===== config.mk =====
export PLATFORM = sky130hd
export DESIGN_NAME = ratb_ctrl
export DESIGN_NICKNAME = d
export VERILOG_FILES = /design/src/sv/ratb_pkg.sv /design/src/sv/ratb_ctrl.sv
export SDC_FILE = /design/constraint.sdc
export NUM_CORES = 1
export LEC_CHECK = 0
export ABC_AREA = 1
export BUFFER_PORTS_ARGS = -buffer_cell sky130_fd_sc_hd__buf_2
export CAP_MARGIN = 10
export CORE_AREA = 2 2 39 41
export DETAILED_ROUTE_END_ITERATION = 10
export DIE_AREA = 0 0 41 43
export HOLD_SLACK_MARGIN = 0.06
export SYNTH_ARGS = -nofsm -noshare
export SYNTH_HDL_FRONTEND = slang
export SYNTH_SLANG_ARGS = --single-unit

===== constraint.sdc =====
create_clock -name clk_i -period 1.6 [get_ports clk_i]
set_clock_uncertainty 0.2 [all_clocks]
set_input_delay 0.16 -clock clk_i [delete_from_list [all_inputs] [get_ports clk_i]]
set_output_delay 0.16 -clock clk_i [all_outputs]
set_load 0.02 [all_outputs]

===== src/sv/ratb_pkg.sv =====
// Shared types and constants for the region adjacency table builder.
// Used by the controller, the datapath and the top level; no dependencies.
package ratb_pkg;

  // Field widths fixed by the item format.
  localparam int unsigned LABEL_W = 10;
  localparam int unsigned COLOR_W = 8;
  localparam int unsigned MODE_W  = 2;
  localparam int unsigned DIST_W  = 8;

  // Number of neighbor slots visible on the result ports.
  localparam int unsigned SHOWN_SLOTS = 4;

  // Parameter defaults.
  localparam int unsigned MAX_LABELS_DEF = 1024;
  localparam int unsigned SLOTS_DEF      = 4;

  // Run state and register reset values.
  localparam logic [COLOR_W-1:0] RUN_COLOR_RESET = 8'd127;
  localparam logic [DIST_W-1:0]  GAP_MAX         = 8'd255;
  localparam logic [DIST_W-1:0]  MAX_DIST_RESET  = 8'd10;

  // Operation codes carried by the mode field.
  typedef enum logic [MODE_W-1:0] {
    MODE_PIXEL = 2'd0,
    MODE_READ  = 2'd1,
    MODE_CLEAR = 2'd2,
    MODE_NOP   = 2'd3
  } mode_e;

  // Commands from the controller to the datapath.
  typedef struct packed {
    logic accept;  // item taken this cycle
    logic clr_en;  // clear pass writes one entry
    logic rec_a;   // first entry data ready: update it, fetch the second
    logic rec_b;   // second entry data ready: update it
    logic rd_out;  // entry data ready for a read result
  } cmd_t;

  // Status from the datapath to the controller.
  typedef struct packed {
    logic link;      // current pixel links two regions
    logic clr_last;  // clear pass is on its last entry
  } sts_t;

endpackage


===== src/sv/ratb_ctrl.sv =====
// Controller state machine of the region adjacency table builder.
// Depends on ratb_pkg for the command and status structs and the mode codes.
module ratb_ctrl (
  input  logic                          clk_i,
  input  logic                          rst_ni,
  input  logic                          start,
  input  logic [ratb_pkg::MODE_W-1:0]   mode_i,
  input  ratb_pkg::sts_t                sts_i,
  output ratb_pkg::cmd_t                cmd_o,
  output logic                          busy,
  output logic                          done_o
);
  import ratb_pkg::*;

  typedef enum logic [2:0] {
    ST_CLEAR,
    ST_IDLE,
    ST_READ,
    ST_REC_A,
    ST_REC_B
  } state_e;

  state_e state_q, state_d;
  logic   done_q, done_d;
  mode_e  mode;
  logic   accept;

  assign mode   = mode_e'(mode_i);
  assign accept = start && (state_q == ST_IDLE);

  // Next state and result strobe.
  always_comb begin
    state_d = state_q;
    done_d  = 1'b0;
    case (state_q)
      ST_CLEAR: begin
        if (sts_i.clr_last) state_d = ST_IDLE;
      end
      ST_IDLE: begin
        if (accept) begin
          case (mode)
            MODE_READ: state_d = ST_READ;
            MODE_PIXEL: begin
              done_d = 1'b1;
              if (sts_i.link) state_d = ST_REC_A;
            end
            default: done_d = 1'b1;
          endcase
        end
      end
      ST_READ: begin
        done_d  = 1'b1;
        state_d = ST_IDLE;
      end
      ST_REC_A: state_d = ST_REC_B;
      ST_REC_B: state_d = ST_IDLE;
      default:  state_d = ST_IDLE;
    endcase
  end

  // State and registered strobe.
  always_ff @(posedge clk_i or negedge rst_ni) begin
    if (!rst_ni) begin
      state_q <= ST_CLEAR;
      done_q  <= 1'b0;
    end else begin
      state_q <= state_d;
      done_q  <= done_d;
    end
  end

  // Commands to the datapath.
  always_comb begin
    cmd_o.accept = accept;
    cmd_o.clr_en = (state_q == ST_CLEAR);
    cmd_o.rec_a  = (state_q == ST_REC_A);
    cmd_o.rec_b  = (state_q == ST_REC_B);
    cmd_o.rd_out = (state_q == ST_READ);
  end

  assign busy   = (state_q != ST_IDLE);
  assign done_o = done_q;

`ifndef SYNTHESIS
  a_rec_order: assert property (@(posedge clk_i) disable iff (!rst_ni)
    state_q == ST_REC_A |=> state_q == ST_REC_B)
    else $error("first entry update not followed by second");
  a_link_seq: assert property (@(posedge clk_i) disable iff (!rst_ni)
    (accept && mode == MODE_PIXEL && sts_i.link) |=> (state_q == ST_REC_A && done_q))
    else $error("linking pixel did not start the table update");
  a_no_done_clear: assert property (@(posedge clk_i) disable iff (!rst_ni)
    state_q == ST_CLEAR |-> !done_q)
    else $error("result strobe during clear pass");
  a_read_done: assert property (@(posedge clk_i) disable iff (!rst_ni)
    state_q == ST_READ |=> done_q)
    else $error("read did not deliver a result");
`endif

endmodule


==> run summary, run 1 <==
Result of the run = complete, no violations
Worst Tran Pin Value = 0.185 ns
Die H = 43 um
Num Clock Sinks = 4
Critical path arrival = 1.18 ns
Port bufs = 13
Worst skew pair latency = 0.23 ns
Clock Path Buffers = 2
Seq/Total Area, Yosys = 0.402
Slew HR = 0.877
Tot Pwr = 0.770 mW
Via count = 293
Top Usage Layer GRT = met2
RSZ-0062 raised after global routing = yes
FP Rows = 14
Ranking of synthesized cells by area = dfrtp_1 40%, nor2_1 12%, nand2_2 10%
Die X = 41 um
Synthesized net count = 42
Cell Pwr Density = 1860 nW/um2
Share of layout cells above drive strength 1 = 0.536
Remaining global-route overflow = 0
Most frequent cells in the layout = 12 x buf_2, 7 x nor2_1
Area share of the largest cell type after synthesis = 0.402
Fin. Hold Viols = 0
Vias per cell = 4.07
YS warnings = 0
Hold Path Class = in2reg
Lkg Pwr = 0.235 nW
H-tree depth = 1
Pre-CTS setup slack = 0.262 ns
FF+latch count, synth = 4
Post-synthesis cell type count = 13
CTS tree = done
1st-iter DRT viols = 7
Fin crit share = 0.966
HPWL Detailed = 426 um
WL final = 578 um
CP max FO = 3
Antenna Cells = 0
GRT Total Usage = 0.0766
Detail Route Antenna Nets = 0
Vias in the first global route = 236
Die area = 1760 um2
Final setup vio count = 0
First-pass GRT wire length = 834 um
Syn Std Cell Area = 249 um2
Largest net degree at the start of global routing = 5
Initial antenna violation count = 0
Met3 usage = 0.0628
Worst setup path category = reg2out
M1 GR Usage = 0.0912
Synthesis-to-layout area growth = 66.3%
Commonest non-fill, non-tap cell in the layout = buf_2
Maximum vdd drop = 0.725 mV
Placeable Area = 1380 um2
Inserted Clock Buffers = 3
Yosys top cell by area = dfrtp_1
Initial cell density of the core = 0.180
Startpoint type of the worst setup path = flop
Minimum clock period = 1.54 ns
Max-slew violations = 0
Fin util = 0.299
GR Util met2 = 0.0938
Final WS setup = 0.0550 ns
FMAX = 647 MHz
# nets final = 65
Max-cap violations = 0
Post-Syn Area per Cell = 7.11 um2
WL/cell = 8.03 um
Residual DRC = 0
Worst Path Required = 1.24 ns
Cell count after synthesis = 35
First-pass DRT Iterations = 4
Worst-path clk slew = 0.04 ns
Boundary Pins = 14
CTS root buffer = clkbuf_4
Placer's final routability congestion estimate = 0.714
Worst setup EP type = output pin
==> state kept, by name, summed over array words and instances (netlist names) <==
| signal | flops |
|---|---|
| state_q | 3 |
| done_o | 1 |
==> critical path, cell delays in order, from the launching register on <==
cell and delay (ns):
dfrtp_1 0.39, inv_2 0.09, nand2_2 0.07, nor2_4 0.11, inv_2 0.06, nor2_2 0.09
buf_4 0.14
==> cell type report <==
class | count | area (um2)
tap | 16 | 20.0
clock buffer | 3 | 22.5
multi-input combinational | 22 | 119
inverter | 8 | 30.0
timing repair buffer | 19 | 123
sequential | 4 | 100
fill | 153 | 970
==> stage by stage <==
step | hold WS [ns] | setup TNS (ns) | cells | cell area [um2]
after floorplan | -0.336 | 0 | 35 | 249
after global placement | -0.234 | 0 | 63 | 327
after detailed placement | -0.231 | 0 | 63 | 327
after CTS | 0.0664 | 0 | 70 | 389
after global routing | 0.0729 | -0.0100 | 72 | 414
final | 0.0685 | 0 | 72 | 414
==> worst paths after layout <==
check                                       start                     end  slack, ns  cells past startpoint
setup reg to reg           state_q[1]$_DFFE_PN0P_  state_q[0]$_DFFE_PN0P_       0.40                      5
setup / recovery           state_q[2]$_DFFE_PN0P_                cmd_o[4]       0.06                      6
min in group asynchronous                  rst_ni  state_q[0]$_DFFE_PN0P_       0.59                      3
hold reg to reg            state_q[0]$_DFFE_PN0P_  state_q[2]$_DFFE_PN0P_       0.38                      2
hold / removal                          mode_i[0]        done_o$_DFF_PN0_       0.07                      3
max in group asynchronous                  rst_ni        done_o$_DFF_PN0_       0.49                      3
==> timing repair <==
action,4_1_cts,5_1_grt
gates resized for setup,0,4
setup buffers,0,2
hold buffers,4,0
endpoints found under the setup margin,0,1
hold endpoints to repair,6,0
==> cells by family after synthesis <==
group | synth area share
and+or+nand+nor | 0.362
AOI/OAI and AO/OA | 0.0854
buffers and inverters | 0.151
DFF | 0.402
==> where the power goes <==
part           internal, mW  switching (mW)
combinational         0.180           0.283
clock                0.0837          0.0382
sequential            0.146          0.0392
total                 0.409           0.360
==> layer usage <==
layer  up-vias  part of all wire
li1        147                 -
met1       131              0.39
met2        15              0.47
met3         0              0.14
met4         0                 0
met5         -                 0
==> Yosys cell counts <==
cell / number
nor2_1: 8
inv_1: 5
dfrtp_1: 4
nand2_2: 4
inv_2: 3
nand2_1: 3
nor2_2: 2
a21boi_1: 1
a21oi_1: 1
a31o_2: 1
buf_4: 1
nand3_1: 1
nand4_1: 1
Note: power is estimated with default switching activity, not from simulation.
==> inputs of run 2 (changes only) <==
- SETUP_SLACK_MARGIN: not set -> 0.05
- clock period: 1.6 -> 1.3 ns (I/O delays scaled with it)
==> run 2 against run 1 <==
Net effect: the flow now finishes with violations (negative setup slack); design area is 21% higher; non-clock buffer count is 5 higher; hold slack worse by 0.018 ns; first-iteration DRC count is 43% lower; clock-buffer cell count stayed put; via count is 5.5% higher; worst setup slack worse by 0.23 ns; sequential power is 23% higher; total power is 47% higher; register-to-register slack worse by 0.34 ns; critical path depth stayed put; die area stayed put.
==> run summary, run 2 (synthesis gave the netlist of run 1 again) <==
Result of the run = finished, violations left
Failing checks = negative setup slack
Largest net degree at the start of global routing = 5
Port bufs = 13
Via count = 309
Max-cap violations = 0
Worst Tran Pin Value = 0.172 ns
Final setup vio count = 6
First-pass DRT Iterations = 3
Fin util = 0.362
FMAX = 679 MHz
Die area = 1760 um2
Startpoint type of the worst setup path = flop
Hold Crit Start = sts_i[1]
Initial cell density of the core = 0.180
Die X = 41 um
RR Startpoint = state_q[2]$_DFFE_PN0P_
Vias in the first global route = 275
WL final = 683 um
Most frequent cells in the layout = 8 x buf_2, 8 x buf_4, 6 x dlygate4sd3_1, 5 x nor2_1
Worst setup path category = reg2out
Worst-path clk slew = 0.04 ns
Boundary Pins = 14
Reg2reg end = state_q[1]$_DFFE_PN0P_
R2R setup slack = 0.06 ns
Maximum vdd drop = 0.951 mV
Critical path arrival = 1.14 ns
Min Hold Slack = 0.0501 ns
GRT Total Usage = 0.0897
R2r worst-path depth = 7
Fin. Hold Viols = 0
Worst skew pair latency = 0.25 ns
FP Rows = 14
Detail Route Antenna Nets = 0
Fin crit share = 1.13
Synthesis-to-layout area growth = 101%
Placeable Area = 1380 um2
Remaining global-route overflow = 0
Inserted Clock Buffers = 3
H-tree depth = 1
Hold Path Class = in2reg
WL/cell = 8.87 um
Die H = 43 um
Worst hold stages = 5
Final WS setup = -0.173 ns
Cell Pwr Density = 2270 nW/um2
RSZ-0062 raised after global routing = yes
CTS tree = done
Slew HR = 0.885
1st-iter DRT viols = 4
CP max FO = 3
CTS root buffer = clkbuf_4
Hold EP = state_q[1]$_DFFE_PN0P_
First-pass GRT wire length = 966 um
# nets final = 70
Worst setup EP type = output pin
HPWL Detailed = 445 um
Worst Path Required = 0.97 ns
Lkg Pwr = 0.263 nW
Share of layout cells above drive strength 1 = 0.590
Max reg flops = 3
Vias per cell = 4.01
Antenna Cells = 0
Max-slew violations = 0
Num Clock Sinks = 4
Initial antenna violation count = 0
Placer's final routability congestion estimate = 0.715
Clock Path Buffers = 2
Residual DRC = 0
Most flops, register = state_q
Minimum clock period = 1.47 ns
-- run 2: cell types whose count changed in the layout (fill, tap and decap cells not counted), sizes merged --
| cell | previous run | this run |
|---|---|---|
| buf | 15 | 18 |
| dlygate4sd3 | 4 | 6 |
-- run 2: how the worst max path moves through the flow --
stage,startpoint,to,slack (ns),depth (start not counted)
after floorplan,state_q[2]$_DFFE_PN0P_,cmd_o[4],0.02,6
after global placement,state_q[2]$_DFFE_PN0P_,cmd_o[4],0.05,6
after detailed placement,state_q[2]$_DFFE_PN0P_,cmd_o[4],0.04,6
after CTS,state_q[2]$_DFFE_PN0P_,cmd_o[4],-0.17,6
after global routing,state_q[2]$_DFFE_PN0P_,cmd_o[4],-0.22,6
final,state_q[2]$_DFFE_PN0P_,cmd_o[4],-0.17,6
-- run 2: routing by layer --
metal  vias to the layer above  track usage  wire length [um]
met5                         -            0                 0
met4                         0        0.120                42
met3                         5       0.0157                44
met2                        15        0.122               322
met1                       133       0.0945               274
li1                        156            -                 -
-- run 2: critical path: stages (launching register included) --
cell and delay, ns:
dfrtp_1 0.38, inv_2 0.08, nand2_2 0.07, nor2_4 0.10, inv_2 0.05, nor2_2 0.07, buf_4 0.14
-- run 2: stage by stage --
step | TNS [ns] | setup slack, ns | power, mW | cells | instance area [um2]
after floorplan | 0 | 0.0178 | 0.605 | 35 | 249
after global placement | 0 | 0.0454 | 0.740 | 64 | 334
after detailed placement | 0 | 0.0396 | 0.744 | 64 | 334
after CTS | -0.634 | -0.174 | 1.05 | 75 | 458
after global routing | -0.868 | -0.224 | 1.21 | 77 | 500
final | -0.588 | -0.173 | 1.13 | 77 | 500
-- run 2: power breakdown --
group          switching [mW]  internal (mW)
registers              0.0454          0.181
logic                   0.411          0.331
clock network          0.0616          0.104
total                   0.518          0.616
-- run 2: final cells by class --
class,count,area (um2)
well taps,16,20.0
repair buffers,24,183
flip-flops and latches,4,101
fillers,154,883
multi-input cells,22,144
inverters,8,30.0
clock buffers,3,22.5
-- run 2: timing repair --
| action | 4_1_cts | 5_1_grt |
|---|---|---|
| gates resized for setup | 8 | 8 |
| setup endpoints to repair | 6 | 8 |
| pin swaps | 1 | 2 |
| hold buffers | 6 | 0 |
| buffers inserted | 2 | 2 |
| endpoints found under the hold margin | 7 | 0 |
==> inputs of run 3 (changes only) <==
- BUFFER_PORTS_ARGS: -buffer_cell sky130_fd_sc_hd__buf_2 -> -buffer_cell sky130_fd_sc_hd__buf_4
==> run 3 against run 2 <==
Net effect: the flow still finishes with violations (negative setup slack); hold slack gained 0.019 ns; combinational power rose by 16%; clock-buffer cell count did not move; routed wire length decreased by 2.8%; via count fell by 4.9%; core utilization increased by 3.1 points; worst setup slack lost 0.0018 ns; global-route usage is the same; non-clock buffer count grew 1; fmax down 0.12%; design area up 8.5%; sequential power up 3%; largest power group unchanged.
==> run summary, run 3 (synthesis gave the netlist of run 1 again) <==
CTS root buffer = clkbuf_4
Detail Route Antenna Nets = 0
Most frequent cells in the layout = 16 x buf_4, 5 x nor2_1, 5 x dlygate4sd3_1
FMAX = 678 MHz
Top Usage Layer GRT = met2
Die area = 1760 um2
Minimum clock period = 1.48 ns
RSZ-0062 raised after global routing = yes
GRT Total Usage = 0.0897
Max-slew violations = 0
Largest net degree at the start of global routing = 5
FP Rows = 14
Inserted Clock Buffers = 3
Boundary Pins = 14
Commonest non-fill, non-tap cell in the layout = buf_4
Num Clock Sinks = 4
Final WS setup = -0.175 ns
Startpoint type of the worst setup path = flop
Vias per cell = 3.77
Die H = 43 um
Synthesis-to-layout area growth = 118%
Met3 usage = 0.0314
Worst Tran Pin Value = 0.190 ns
Non-Filler Instances = 78
1st-iter DRT viols = 2
Max-cap violations = 0
Max reg flops = 3
Pre-CTS setup slack = 0.0400 ns
Worst setup path category = reg2out
Remaining global-route overflow = 0
GR Util met2 = 0.131
Via count = 294
Worst skew pair latency = 0.23 ns
WL final = 664 um
Reg2reg end = state_q[1]$_DFFE_PN0P_
Clock Path Buffers = 2
Placer's final routability congestion estimate = 0.707
Most flops, register = state_q
First-pass DRT Iterations = 3
M1 GR Usage = 0.104
Hold Crit Start = sts_i[0]
H-tree depth = 1
Fillers = 146
WL/cell = 8.51 um
Hold Path Class = in2reg
Worst hold stages = 4
Initial cell density of the core = 0.180
Final setup vio count = 6
Residual DRC = 0
CP max FO = 3
Cell Pwr Density = 2290 nW/um2
Lkg Pwr = 0.280 nW
Worst Path Required = 0.97 ns
Die X = 41 um
Fin crit share = 1.13
CTS tree = done
Critical path arrival = 1.15 ns
Setup TNS = -0.611 ns
Hold EP = state_q[0]$_DFFE_PN0P_
Maximum vdd drop = 0.913 mV
Worst-path clk slew = 0.04 ns
Failing checks = negative setup slack
Placed cells = 64
Share of layout cells above drive strength 1 = 0.661
Vias in the first global route = 312
Slew HR = 0.873
R2R setup slack = 0.05 ns
Initial antenna violation count = 0
HPWL Detailed = 432 um
Placeable Area = 1380 um2
Worst setup EP type = output pin
Min Hold Slack = 0.0686 ns
First-pass GRT wire length = 1060 um
# nets final = 71
R2r worst-path depth = 6
Port bufs = 13
Fin. Hold Viols = 0
Result of the run = finished, violations left
RR Startpoint = state_q[1]$_DFFE_PN0P_
Antenna Cells = 0
## run 3: cell types whose count changed in the layout (fill, tap and decap cells not counted), sizes merged
cell and delta:
buf +2, dlygate4sd3 -1
## run 3: cell type report
class	count	area, um2	area share
clock buffer	3	22.5	0.0415
inverter	8	30.0	0.0553
sequential	4	101	0.187
tap	16	20.0	0.0369
multi-input combinational	22	154	0.283
timing repair buffer	25	215	0.396
## run 3: routing by layer
layer  wire, um  part of all wire
met2        362              0.55
met5          0                 0
met1        270              0.41
met3         32             0.048
met4          0                 0
## run 3: worst max path at each step
stage | cells after the start | endpoint | startpoint
detailed placement | 6 | cmd_o[4] | state_q[2]$_DFFE_PN0P_
global route | 6 | cmd_o[4] | state_q[2]$_DFFE_PN0P_
CTS | 6 | cmd_o[4] | state_q[2]$_DFFE_PN0P_
floorplan | 6 | cmd_o[4] | state_q[2]$_DFFE_PN0P_
finish | 6 | cmd_o[4] | state_q[2]$_DFFE_PN0P_
global placement | 6 | cmd_o[4] | state_q[2]$_DFFE_PN0P_
## run 3: worst max-delay path: stages (launching register included)
cell and delay (ns):
dfrtp_1 0.38, inv_2 0.10, nand2_4 0.06, nor2_4 0.09, inv_2 0.05, nor2_1 0.08
buf_4 0.15
## run 3: power breakdown
part | leakage, nW | total, mW | internal (mW) | switching, mW
clock network | 0.0138 | 0.151 | 0.103 | 0.0479
registers | 0.0492 | 0.233 | 0.182 | 0.0514
logic | 0.217 | 0.860 | 0.422 | 0.438
## run 3: what timing repair did
action / in CTS / in global routing
gates resized for setup: 4 / 12
setup endpoints to repair: 6 / 8
gates cloned: 0 / 0
hold buffers: 5 / 0
endpoints found under the hold margin: 6 / 0
pin swaps: 0 / 3
setup buffers: 4 / 2
## run 3: stage by stage
step / cell area [um2] / total power [mW] / util
finish: 543 / 1.24 / 0.392
global route: 543 / 1.35 / 0.392
CTS: 485 / 1.11 / 0.351
detailed placement: 367 / 0.798 / 0.265
global placement: 367 / 0.802 / 0.265
floorplan: 249 / 0.605 / -
